===== src/sv/vbsp_pkg.sv =====
// shared types, constants and helper functions for the voc block stream parser
package vbsp_pkg;

    // parser phases
    typedef enum logic [2:0] {
        PH_IDLE    = 3'd0,
        PH_HEADER  = 3'd1,
        PH_SKIP    = 3'd2,
        PH_BTYPE   = 3'd3,
        PH_BLEN    = 3'd4,
        PH_TCONST  = 3'd5,
        PH_PACKING = 3'd6,
        PH_DATA    = 3'd7
    } phase_t;

    // result kinds
    typedef enum logic [1:0] {
        KIND_SAMPLE  = 2'd0,
        KIND_TCONST  = 2'd1,
        KIND_END     = 2'd2,
        KIND_BAD_HDR = 2'd3
    } kind_t;

    // header layout
    localparam logic [4:0]  SIG_LEN   = 5'd19;
    localparam logic [4:0]  EOF_IDX   = 5'd19;
    localparam logic [4:0]  OFS_LO    = 5'd20;
    localparam logic [4:0]  OFS_HI    = 5'd21;
    localparam logic [4:0]  HDR_LAST  = 5'd25;
    localparam logic [15:0] HDR_LEN   = 16'd26;
    localparam logic [7:0]  EOF_MARK  = 8'h1a;

    // block types
    localparam logic [7:0]  BLK_END   = 8'h00;
    localparam logic [7:0]  BLK_SOUND = 8'h01;
    localparam logic [7:0]  BLK_CONT  = 8'h02;

    // length byte positions
    localparam logic [1:0]  LEN_LAST  = 2'd2;

    // mixing
    localparam logic [9:0]  MIX_BIAS  = 10'd127;
    localparam logic [9:0]  MIX_TOP   = 10'd382;

    // expected signature character at a header position
    function automatic logic [7:0] sig_char(input logic [4:0] idx);
        logic [7:0] c;
        c = 8'h00;
        unique case (idx)
            5'd0:  c = 8'h43;
            5'd1:  c = 8'h72;
            5'd2:  c = 8'h65;
            5'd3:  c = 8'h61;
            5'd4:  c = 8'h74;
            5'd5:  c = 8'h69;
            5'd6:  c = 8'h76;
            5'd7:  c = 8'h65;
            5'd8:  c = 8'h20;
            5'd9:  c = 8'h56;
            5'd10: c = 8'h6f;
            5'd11: c = 8'h69;
            5'd12: c = 8'h63;
            5'd13: c = 8'h65;
            5'd14: c = 8'h20;
            5'd15: c = 8'h46;
            5'd16: c = 8'h69;
            5'd17: c = 8'h6c;
            5'd18: c = 8'h65;
            default: c = 8'h00;
        endcase
        return c;
    endfunction

    // sample plus base minus bias, clamped to 0..255, when enabled; else the sample as it is
    function automatic logic [7:0] mix_sample(
        input logic       enable,
        input logic [7:0] fb,
        input logic [7:0] bb
    );
        logic [9:0] sum;
        logic [9:0] diff;
        logic [7:0] res;
        sum  = {2'b00, fb} + {2'b00, bb};
        diff = sum - MIX_BIAS;
        if (!enable)
        begin
            res = fb;
        end
        else if (sum < MIX_BIAS)
        begin
            res = 8'h00;
        end
        else if (sum > MIX_TOP)
        begin
            res = 8'hff;
        end
        else
        begin
            res = diff[7:0];
        end
        return res;
    endfunction

endpackage


===== src/sv/vbsp_in_if.sv =====
// file byte channel carrying one raw byte per item
interface vbsp_in_if;
    logic       valid;
    logic       ready;
    logic [7:0] file_byte;
    logic [7:0] base_byte;
    logic       start_of_file;

    modport source (output valid, output file_byte, output base_byte,
                    output start_of_file, input ready);
    modport sink   (input valid, input file_byte, input base_byte,
                    input start_of_file, output ready);
endinterface


===== src/sv/vbsp_out_if.sv =====
// result channel carrying one parsed item
interface vbsp_out_if;
    logic       valid;
    logic       ready;
    logic [1:0] out_kind;
    logic [7:0] out_byte;

    modport source (output valid, output out_kind, output out_byte, input ready);
    modport sink   (input valid, input out_kind, input out_byte, output ready);
endinterface


===== src/sv/voc_block_stream_parser.sv =====
// voc file stream parser: header check, offset skip, block walk, sample mixing
//
// file_chan takes one file byte per item, with a base byte for mixing and a
// start_of_file flag that restarts the parser on the first header byte.
// result_chan gives at most one item per input item: a sample, a new time
// constant, end of file, or a bad header marker (out_byte zero for the last two).
// cfg_we/cfg_wdata write mix_enable; write it only while the block is idle.
// A result is registered and appears on result_chan in the cycle after its byte is taken.
// Throughput: one byte per cycle while file_chan.ready is high; the parser state
// and the result register are both updated at the accepting edge.
// A single result register parts the two sides; file_chan.ready is high when
// that register is empty or being drained in the same cycle, so a stall on
// result_chan holds the input only while a result is waiting.
// Bytes that yield no result (header, skip, block headers, unknown bodies)
// never occupy the result register.
// Reset clears the parser to wait for a file start, empties the result
// register and clears mix_enable; bytes without start_of_file are then dropped.
module voc_block_stream_parser (
    input  logic                clk,
    input  logic                rst_n,
    vbsp_in_if.sink             file_chan,
    vbsp_out_if.source          result_chan,
    input  logic                cfg_we,
    input  logic                cfg_wdata
);
    import vbsp_pkg::*;

    // parser state
    phase_t      phase_reg,  phase_next;
    logic [4:0]  hidx_reg,   hidx_next;
    logic        sig_ok_reg, sig_ok_next;
    logic [15:0] doff_reg,   doff_next;
    logic [15:0] skip_reg,   skip_next;
    logic [7:0]  bkind_reg,  bkind_next;
    logic [23:0] rem_reg,    rem_next;
    logic [1:0]  lbi_reg,    lbi_next;
    logic        mix_en_reg;

    // result register
    logic        out_valid_reg, out_valid_next;
    kind_t       out_kind_reg;
    logic [7:0]  out_byte_reg;

    // per-item working values
    logic        in_accept;
    logic        sof;
    logic [7:0]  fb;
    phase_t      eff_phase;
    logic [4:0]  eff_hidx;
    logic        eff_sig_ok;
    logic [15:0] eff_doff;
    logic [15:0] eff_skip;
    logic [7:0]  eff_bkind;
    logic [23:0] eff_rem;
    logic [1:0]  eff_lbi;
    logic        sig_ok_upd;
    logic [15:0] doff_upd;
    logic [23:0] rem_dec;
    logic [15:0] skip_inc;
    logic [1:0]  len_idx;
    logic [23:0] rem_len;
    logic        emit_valid;
    kind_t       emit_kind;
    logic [7:0]  emit_byte;

    // handshake
    assign in_accept       = file_chan.valid && file_chan.ready;
    assign file_chan.ready = !out_valid_reg || result_chan.ready;
    assign sof             = file_chan.start_of_file;
    assign fb              = file_chan.file_byte;

    // restart view of the state
    assign eff_phase  = sof ? PH_HEADER : phase_reg;
    assign eff_hidx   = sof ? 5'd0      : hidx_reg;
    assign eff_sig_ok = sof ? 1'b1      : sig_ok_reg;
    assign eff_doff   = sof ? 16'd0     : doff_reg;
    assign eff_skip   = sof ? 16'd0     : skip_reg;
    assign eff_bkind  = sof ? 8'd0      : bkind_reg;
    assign eff_rem    = sof ? 24'd0     : rem_reg;
    assign eff_lbi    = sof ? 2'd0      : lbi_reg;

    // header checks and offset capture
    assign sig_ok_upd = eff_sig_ok
                        && !(eff_hidx < SIG_LEN && fb != sig_char(eff_hidx))
                        && !(eff_hidx == EOF_IDX && fb != EOF_MARK);
    assign doff_upd   = (eff_hidx == OFS_LO) ? {eff_doff[15:8], fb} :
                        (eff_hidx == OFS_HI) ? {fb, eff_doff[7:0]} : eff_doff;

    // counters
    assign rem_dec  = (eff_rem == 24'd0) ? 24'd0 : eff_rem - 24'd1;
    assign skip_inc = eff_skip + 16'd1;
    assign len_idx  = (eff_lbi > LEN_LAST) ? LEN_LAST : eff_lbi;
    always_comb
    begin
        rem_len = eff_rem;
        unique case (len_idx)
            2'd0:    rem_len[7:0]   = eff_rem[7:0]   | fb;
            2'd1:    rem_len[15:8]  = eff_rem[15:8]  | fb;
            default: rem_len[23:16] = eff_rem[23:16] | fb;
        endcase
    end

    // next state
    always_comb
    begin
        phase_next  = phase_reg;
        hidx_next   = hidx_reg;
        sig_ok_next = sig_ok_reg;
        doff_next   = doff_reg;
        skip_next   = skip_reg;
        bkind_next  = bkind_reg;
        rem_next    = rem_reg;
        lbi_next    = lbi_reg;
        if (in_accept)
        begin
            phase_next  = eff_phase;
            hidx_next   = eff_hidx;
            sig_ok_next = eff_sig_ok;
            doff_next   = eff_doff;
            skip_next   = eff_skip;
            bkind_next  = eff_bkind;
            rem_next    = eff_rem;
            lbi_next    = eff_lbi;
            unique case (eff_phase)
                PH_HEADER:
                begin
                    sig_ok_next = sig_ok_upd;
                    doff_next   = doff_upd;
                    if (eff_hidx >= HDR_LAST)
                    begin
                        if (!sig_ok_upd)
                        begin
                            phase_next = PH_IDLE;
                        end
                        else if (doff_upd > HDR_LEN)
                        begin
                            skip_next  = HDR_LEN;
                            phase_next = PH_SKIP;
                        end
                        else
                        begin
                            phase_next = PH_BTYPE;
                        end
                    end
                    else
                    begin
                        hidx_next = eff_hidx + 5'd1;
                    end
                end
                PH_SKIP:
                begin
                    skip_next = skip_inc;
                    if (skip_inc >= eff_doff)
                    begin
                        phase_next = PH_BTYPE;
                    end
                end
                PH_BTYPE:
                begin
                    bkind_next = fb;
                    if (fb == BLK_END)
                    begin
                        phase_next = PH_IDLE;
                    end
                    else
                    begin
                        rem_next   = 24'd0;
                        lbi_next   = 2'd0;
                        phase_next = PH_BLEN;
                    end
                end
                PH_BLEN:
                begin
                    rem_next = rem_len;
                    if (len_idx >= LEN_LAST)
                    begin
                        lbi_next = 2'd0;
                        if (eff_bkind == BLK_SOUND)
                        begin
                            phase_next = PH_TCONST;
                        end
                        else if (rem_len == 24'd0)
                        begin
                            phase_next = PH_BTYPE;
                        end
                        else
                        begin
                            phase_next = PH_DATA;
                        end
                    end
                    else
                    begin
                        lbi_next = len_idx + 2'd1;
                    end
                end
                PH_TCONST:
                begin
                    rem_next   = rem_dec;
                    phase_next = PH_PACKING;
                end
                PH_PACKING:
                begin
                    rem_next   = rem_dec;
                    phase_next = (rem_dec != 24'd0) ? PH_DATA : PH_BTYPE;
                end
                PH_DATA:
                begin
                    rem_next = rem_dec;
                    if (rem_dec == 24'd0)
                    begin
                        phase_next = PH_BTYPE;
                    end
                end
                default:
                begin
                    phase_next = eff_phase;
                end
            endcase
        end
    end

    // result for the current byte
    always_comb
    begin
        emit_valid = 1'b0;
        emit_kind  = KIND_SAMPLE;
        emit_byte  = 8'h00;
        unique case (eff_phase)
            PH_HEADER:
            begin
                if (eff_hidx >= HDR_LAST && !sig_ok_upd)
                begin
                    emit_valid = 1'b1;
                    emit_kind  = KIND_BAD_HDR;
                end
            end
            PH_BTYPE:
            begin
                if (fb == BLK_END)
                begin
                    emit_valid = 1'b1;
                    emit_kind  = KIND_END;
                end
            end
            PH_TCONST:
            begin
                emit_valid = 1'b1;
                emit_kind  = KIND_TCONST;
                emit_byte  = fb;
            end
            PH_DATA:
            begin
                if (eff_bkind == BLK_SOUND || eff_bkind == BLK_CONT)
                begin
                    emit_valid = 1'b1;
                    emit_kind  = KIND_SAMPLE;
                    emit_byte  = mix_sample(mix_en_reg, fb, file_chan.base_byte);
                end
            end
            default:
            begin
                emit_valid = 1'b0;
            end
        endcase
    end

    // result register occupancy
    always_comb
    begin
        out_valid_next = out_valid_reg;
        if (in_accept)
        begin
            out_valid_next = emit_valid;
        end
        else if (result_chan.ready)
        begin
            out_valid_next = 1'b0;
        end
    end

    // control registers
    always_ff @(posedge clk or negedge rst_n)
    begin
        if (!rst_n)
        begin
            phase_reg     <= PH_IDLE;
            hidx_reg      <= 5'd0;
            sig_ok_reg    <= 1'b1;
            doff_reg      <= 16'd0;
            skip_reg      <= 16'd0;
            bkind_reg     <= 8'd0;
            rem_reg       <= 24'd0;
            lbi_reg       <= 2'd0;
            mix_en_reg    <= 1'b0;
            out_valid_reg <= 1'b0;
        end
        else
        begin
            phase_reg     <= phase_next;
            hidx_reg      <= hidx_next;
            sig_ok_reg    <= sig_ok_next;
            doff_reg      <= doff_next;
            skip_reg      <= skip_next;
            bkind_reg     <= bkind_next;
            rem_reg       <= rem_next;
            lbi_reg       <= lbi_next;
            out_valid_reg <= out_valid_next;
            if (cfg_we)
            begin
                mix_en_reg <= cfg_wdata;
            end
        end
    end

    // result payload
    always_ff @(posedge clk)
    begin
        if (in_accept)
        begin
            out_kind_reg <= emit_kind;
            out_byte_reg <= emit_byte;
        end
    end

    assign result_chan.valid    = out_valid_reg;
    assign result_chan.out_kind = out_kind_reg;
    assign result_chan.out_byte = out_byte_reg;

`ifndef NO_ASSERTIONS
    // a waiting result blocks the input side
    assert property (@(posedge clk) disable iff (!rst_n)
        (result_chan.valid && !result_chan.ready) |-> !file_chan.ready)
        else $error("input taken while result stalled");

    // a restart byte always lands in the header phase
    assert property (@(posedge clk) disable iff (!rst_n)
        (in_accept && sof) |=> (phase_reg == PH_HEADER))
        else $error("restart did not enter header phase");

    // end and bad header results leave the parser waiting for a new file
    assert property (@(posedge clk) disable iff (!rst_n)
        (in_accept && emit_valid && (emit_kind == KIND_END || emit_kind == KIND_BAD_HDR))
        |=> (phase_reg == PH_IDLE))
        else $error("parser not idle after end or bad header");

    // header index never runs past the last header byte
    assert property (@(posedge clk) disable iff (!rst_n)
        (phase_reg == PH_HEADER) |-> (hidx_reg <= HDR_LAST))
        else $error("header index overrun");

    // length byte index stays within the three length bytes
    assert property (@(posedge clk) disable iff (!rst_n)
        lbi_reg <= LEN_LAST)
        else $error("length byte index overrun");
`endif

endmodule


===== src/flat_wrapper.sv =====
// flat-port wrapper written by rule: the top's interface ports become plain ports
module voc_block_stream_parser_flat import vbsp_pkg::*;
  (clk, rst_n, cfg_we, cfg_wdata, file_chan_valid, file_chan_file_byte, file_chan_base_byte, file_chan_start_of_file, file_chan_ready, result_chan_valid, result_chan_out_kind, result_chan_out_byte, result_chan_ready);
  vbsp_in_if file_chan_i ();
  vbsp_out_if result_chan_i ();
  input  logic clk;
  input  logic rst_n;
  input  logic cfg_we;
  input  logic cfg_wdata;
  input wire logic [$bits(file_chan_i.valid)-1:0] file_chan_valid;
  input wire logic [$bits(file_chan_i.file_byte)-1:0] file_chan_file_byte;
  input wire logic [$bits(file_chan_i.base_byte)-1:0] file_chan_base_byte;
  input wire logic [$bits(file_chan_i.start_of_file)-1:0] file_chan_start_of_file;
  output wire logic [$bits(file_chan_i.ready)-1:0] file_chan_ready;
  output wire logic [$bits(result_chan_i.valid)-1:0] result_chan_valid;
  output wire logic [$bits(result_chan_i.out_kind)-1:0] result_chan_out_kind;
  output wire logic [$bits(result_chan_i.out_byte)-1:0] result_chan_out_byte;
  input wire logic [$bits(result_chan_i.ready)-1:0] result_chan_ready;
  assign file_chan_i.valid = file_chan_valid;
  assign file_chan_i.file_byte = file_chan_file_byte;
  assign file_chan_i.base_byte = file_chan_base_byte;
  assign file_chan_i.start_of_file = file_chan_start_of_file;
  assign file_chan_ready = file_chan_i.ready;
  assign result_chan_valid = result_chan_i.valid;
  assign result_chan_out_kind = result_chan_i.out_kind;
  assign result_chan_out_byte = result_chan_i.out_byte;
  assign result_chan_i.ready = result_chan_ready;
  voc_block_stream_parser u_core (.clk(clk), .rst_n(rst_n), .file_chan(file_chan_i), .result_chan(result_chan_i), .cfg_we(cfg_we), .cfg_wdata(cfg_wdata));
endmodule

===== config.mk =====
export PLATFORM = sky130hd
export DESIGN_NAME = voc_block_stream_parser_flat
export DESIGN_NICKNAME = d
export VERILOG_FILES = /design/src/sv/vbsp_pkg.sv /design/src/sv/vbsp_in_if.sv /design/src/sv/vbsp_out_if.sv /design/src/sv/voc_block_stream_parser.sv /design/src/flat_wrapper.sv
export SDC_FILE = /design/constraint.sdc
export NUM_CORES = 1
export LEC_CHECK = 0
export ABC_AREA = 1
export CAP_MARGIN = 40
export CORE_UTILIZATION = 30
export CTS_BUF_LIST = sky130_fd_sc_hd__clkbuf_2
export CTS_CLUSTER_DIAMETER = 120
export DETAILED_ROUTE_END_ITERATION = 8
export DONT_BUFFER_PORTS = 1
export SLEW_MARGIN = 20
export SYNTH_ARGS = -nofsm -noshare
export SYNTH_HDL_FRONTEND = slang
export SYNTH_SLANG_ARGS = --single-unit

===== constraint.sdc =====
create_clock -name clk -period 3.65 [get_ports clk]
set_input_delay 0.1825 -clock clk [delete_from_list [all_inputs] [get_ports clk]]
set_output_delay 0.1825 -clock clk [all_outputs]
set_load 0.01 [all_outputs]

**After elaboration in Yosys (flattened, before gate mapping)**

Memory sizes are Yosys's and may differ from the RTL's.
Cells that the tools add are included.

- Bits in read-only memories: 224
- Logic and storage cells: 120
- Input bits: 23
- Memories: 1
- Bits in registers: 87
- Output and inout bits: 12

Memory list:

| name | words | width | read ports | clocked after memory_dff | wr ports | RTL line | text |
|---|---|---|---|---|---|---|---|
| (no name shown) | 32 | 7 | 1 | 0 | 0 | vbsp_pkg.sv:49 | `unique case (idx)` |

- Reductions and logical operators: 21
- Magnitude comparators: 8
- Eq/ne operators: 15
- Bitwise operators: 3
- Mux-type cells: 54
- Add/sub/neg operators: 6

Operators by type and width:

| kind | number |
|---|---|
| $mux 16 | 8 |
| $logic_not 24->1 | 3 |
| $mux 24 | 3 |
| $mux 8 | 9 |
| $pmux 24 s3 | 1 |
| $pmux 16 s2 | 1 |
| $mux 3 | 10 |
| $or 8x8->8 | 3 |
| $reduce_bool 24->1 | 1 |
| $sub 24x1->24 const B | 1 |
| $pmux 3 s7 | 1 |
| $add 16x1->16 const B | 1 |
| $ge 16x16->1 | 1 |
| $gt 16x5->1 const B | 1 |
| $pmux 8 s2 | 1 |
| $eq 5x5->1 const B | 3 |
| $mux 5 | 3 |
| $eq 3x3->1 const B | 4 |
| $mux 2 | 6 |
| $add 8x8->9 | 1 |
| $gt 9x9->1 const B | 1 |
| $lt 9x7->1 const B | 1 |
| $eq 8x1->1 const B | 1 |
| $eq 8x2->1 const B | 1 |
| other kinds (24) | 41 |

**Longest topological paths before layout**

An unclocked memory read counts as a cell.

- Word-level depth: 12
- Mapped depth: 24
- Gate-level depth less buffers: 22

**Worst setup path after synthesis**

No wires, ideal clock.

- Kind: input -> register
- Start: input port file_chan_start_of_file
- End: register u_core.phase_reg[0]
- Stages: 22
- Path slack: 644 ps
- Required time: 3,584 ps
- Data arrival time: 2,940 ps
- Setup time: 66 ps
- Buffers on the path: 3
- Cells stage by stage: buf_2 buf_2 clkbuf_1 nor2_1 ha_1 inv_1 nor2_1 nand3_1 nor2_1 nand2_1 nor2_1 xor2_1 inv_1 ha_1 nand3_1 nor3_1 nand3_1 nand4_1 nand2_1 nand3_1 nand2_1 nand2_1

- Longest elaborated chain between the ends: 10
- Elaborated cells on any way between the ends: 49
- Classes of those cells: add/sub (2); order compare (6); eq/ne (12); mux (20); reduce/logical (8); memory (1)

Ends and longest elaborated chain:

| what | RTL line | text |
|---|---|---|
| start, declared | flat_wrapper.sv:13 | `input wire logic [$bits(file_chan_i.start_of_file)-1:0] file_chan_start_of_file;` |
| branches (longest 9 deep; another with $add 16x1->16) | - |  |
| $pmux 3 s7 (*) | voc_block_stream_parser.sv:124 | `unique case (eff_phase)` |
| end signal, assigned | voc_block_stream_parser.sv:299 | `phase_reg <= phase_next;` |
| end, declared | voc_block_stream_parser.sv:29 | `phase_t phase_reg, phase_next;` |

Mark *: on every way between the ends.
A chain may end at the register's enable or synchronous reset.

**Final worst setup path**

Same ends and word-level chain as after synthesis.

==> summary.md <==
| Metric | Value |
|---|---|
| Cell Rows | 59 |
| Setup TNS | 0 ns |
| Root buf cell | clkbuf_2 |
| Hpwl dp | 18,100 um |
| Mapped Cells | 1,292 |
| Clk Latency, worst-skew pair | 0.65 ns |
| Vias per cell | 5.28 |
| Final cycle utilization of the critical path | 0.851 |
| Area Growth Syn to Fin | 8.08% |
| Crit path time final | 3.11 ns |
| Fin nets | 1,358 |
| Worst vdd ir | 0.130 mV |
| Hold path depth | 6 |
| Worst EP required | 4.20 ns |
| Run status | completed |
| Hold Path Class | in2reg |
| Startpoint Class | primary input |
| Vias in the first global route | 8,114 |
| Syn Area/Cell | 6.30 sq um |
| First-pass GRT wire length | 42,700 um |
| Fin. Hold Viols | 0 |
| #FFs+latches synth | 87 |
| CP peak stage delay | 0.60 ns |
| Most frequent CP cell | nand2_1 |
| Critical Path Stages | 21 |
| EDFF count, synth | 10 |
| WL final | 25,900 um |
| Maximum fanout along the worst path | 25 |
| DR WL/cell | 15.8 um |
| Core area | 26,400 sq um |
| Via count | 8,641 |
| GRT overflow | 0 |
| Clock-pin slew on the worst setup and hold paths | 0.27 ns |
| Measured slew at the worst slew-check pin | 0.760 ns |
| Post-synth top area cell | dfrtp_1 |
| Die Area | 27,800 sq um |
| Main synth FF type | dfrtp_1 |
| Power, Total | 3.50 mW |
| Max Root-Sink Buffers | 2 |
| Clock skew | 0.0560 ns |
| CP bufs+invs | 4 |
| RSZ-0062 raised after global routing | false |
| Syn. warnings | 0 |
| Port-buffer cells | 0 |
| Routed Antenna Nets | 0 |
| Initial DRC Count | 924 |
| Clock sinks | 87 |
| Share of layout cells above drive strength 1 | 0.0562 |
| Arr. time, crit path | 3.66 ns |
| Commonest cells post-synth | nand2_1, inv_1, nor2_1, nand3_1, o21ai_0 |
| Fin Hold WS | 0.0345 ns |
| Maxcap violations | 0 |
| # fillers | 2,906 |
| RePlAce Congestion | 0.944 |
| First-pass detailed-route iteration total | 8 |
| Worst setup path start | file_chan_start_of_file |
| Post-synth ARST share | 0.885 |
| R2R cell count | 20 |
| Inserted Clock Buffers | 9 |
| Sequential-to-total area share from yosys stat | 0.274 |
| Critical Path End | u_core.phase_reg[0]$_DFFE_PN0P_ |
| Synthesized area | 8140 sq um |
| Die width | 167 um |
| Synth area leaders | dfrtp_1, nand2_1, inv_1, nor2_1, nand3_1 |
| I/O Pins | 35 |
| CTS tree | done |
| Yosys cell types | 49 |
| Initial core utilization | 0.309 |
| Pre-CTS setup slack | 0.718 ns |
| Tot GR Track Use | 0.191 |
| # DRC | 0 |
| Most common cell in the netlist | nand2_1 |
| Cell Chain, Critical Path | dlygate4sd3_1 -> buf_12 -> inv_4 -> nand2_1 -> nor3_2 -> nand3_2 -> nor3_2 -> nand3_1 -> nor2_2 -> nand3_1 -> nand2_1 -> inv_1 -> ha_1 -> a21oi_1 -> o21ai_0 -> a21oi_1 -> nand4_1 -> nand2_1 -> nand3_1 -> nand2_1 -> nand2_1 |
| CP Class | in2reg |
| Leakage Power | 4.43 nW |
| Mapped Nets | 1,354 |
| Largest net degree at the start of global routing | 78 |
| Slowest CP cell | dlygate4sd3_1 |
| Fmax | 322 MHz |
| Slew Limit Fails | 0 |
| Slew headroom | 0.493 |
| Largest register FFs | 24 |
| Post-CTS setup buffers | 0 |
| H-tree levels | 3 |
| Cell Pwr Density | 397 nW/um^2 |
| R2R setup slack | 0.61 ns |
| Finish-stage setup viols | 0 |
| Reg2reg end | u_core.skip_reg[0]$_DFFE_PN0P_ |
| RR Startpoint | u_core.hidx_reg[1]$_DFFE_PN0P_ |
| CP top delay family | simple AND/OR/NAND/NOR gates |
| Die H | 167 um |
| Critical Path End Type | register |
| Setup WS post-layout | 0.543 ns |
| Yosys top cell area share | 0.234 |
| Initial antenna violation count | 2 |
==> worst register-to-register path: cells and delay by family (launching register included) <==
kind / cells / cell delay, ns
AND/OR/NAND/NOR: 15 / 1.80
buffers and inverters: 4 / 0.48
flip-flops: 1 / 0.42
adder cells (fa/ha/maj): 1 / 0.24
==> cells in the final DEF, fill, tap and decap left out, drive strengths merged, types with 2 or more instances in the layout <==
master	count
o22a	4
a21oi	66
nand4	14
edfxtp	10
nor3	15
nand3b	8
clkinvlp	2
o22ai	38
nand3	116
inv	184
o2111ai	2
buf	16
nand2	333
o211ai	11
a221oi	4
xor2	20
dlygate4sd3	21
a211oi	9
o221ai	2
clkinv	4
and2	2
clkbuf	11
a31oi	8
o21ai	109
xnor2	5
dfrtp	76
nor4	2
ha	38
nor2	162
==> layout make-up <==
type / count / area [sq um] / share of cell area
clock buffers: 11 / 55.1 / 0.00626
inverters: 186 / 702 / 0.0798
multi-input cells: 975 / 4980 / 0.566
repair buffers: 37 / 388 / 0.0441
well taps: 335 / 419 / 0.0476
diodes: 1 / 2.50 / 0.000284
clock inverters: 4 / 25.0 / 0.00284
flip-flops and latches: 87 / 2230 / 0.253
==> stage by stage <==
step	util	area, sq um	std cells
after floorplan	-	8140	1292
after global placement	0.321	8460	1597
after detailed placement	0.321	8460	1597
after CTS	0.334	8800	1635
after global routing	0.334	8800	1636
final	0.334	8800	1636
==> per-layer routing <==
| metal | share of wire | routed length, um | track usage |
|---|---|---|---|
| met1 | 0.45 | 11600 | 0.255 |
| met2 | 0.44 | 11500 | 0.306 |
| met3 | 0.071 | 1830 | 0.0278 |
| met4 | 0.036 | 924 | 0.0817 |
| met5 | 0.00050 | 13 | 0 |
==> kinds of logic (layout without fill, tap and decap cells) <==
group           Yosys count  after routing  synth area share
simple gates            653            653             0.344
other cells               0              1                 0
fa+ha+maj                39             39            0.0608
compound gates          258            258             0.179
flops                    87             87             0.274
buf+inv                 230            238             0.115
xor+xnor                 25             25            0.0269
==> power breakdown <==
part / leakage [nW] / switching (mW) / internal, mW
logic: 3.33 / 1.15 / 0.575
clock network: 0.0538 / 0.367 / 0.0885
registers: 1.05 / 0.142 / 1.17
==> worst min-delay path by stage <==
stage	startpoint	end
final	file_chan_start_of_file	u_core.rem_reg[13]$_DFFE_PN0P_
after global routing	file_chan_file_byte[2]	u_core.result_chan.out_byte[2]$_DFFE_PP_
after CTS	file_chan_start_of_file	u_core.hidx_reg[4]$_DFFE_PN0P_
after detailed placement	rst_n	u_core.rem_reg[13]$_DFFE_PN0P_
after global placement	rst_n	u_core.rem_reg[14]$_DFFE_PN0P_
after floorplan	rst_n	u_core.bkind_reg[0]$_DFFE_PN0P_
==> timing repair <==
| action | in CTS | in global routing |
|---|---|---|
| hold endpoints to repair | 133 | 0 |
| resized for setup | 0 | 0 |
| hold buffers | 23 | 0 |
No activity file was read; power rests on OpenSTA's default activity.
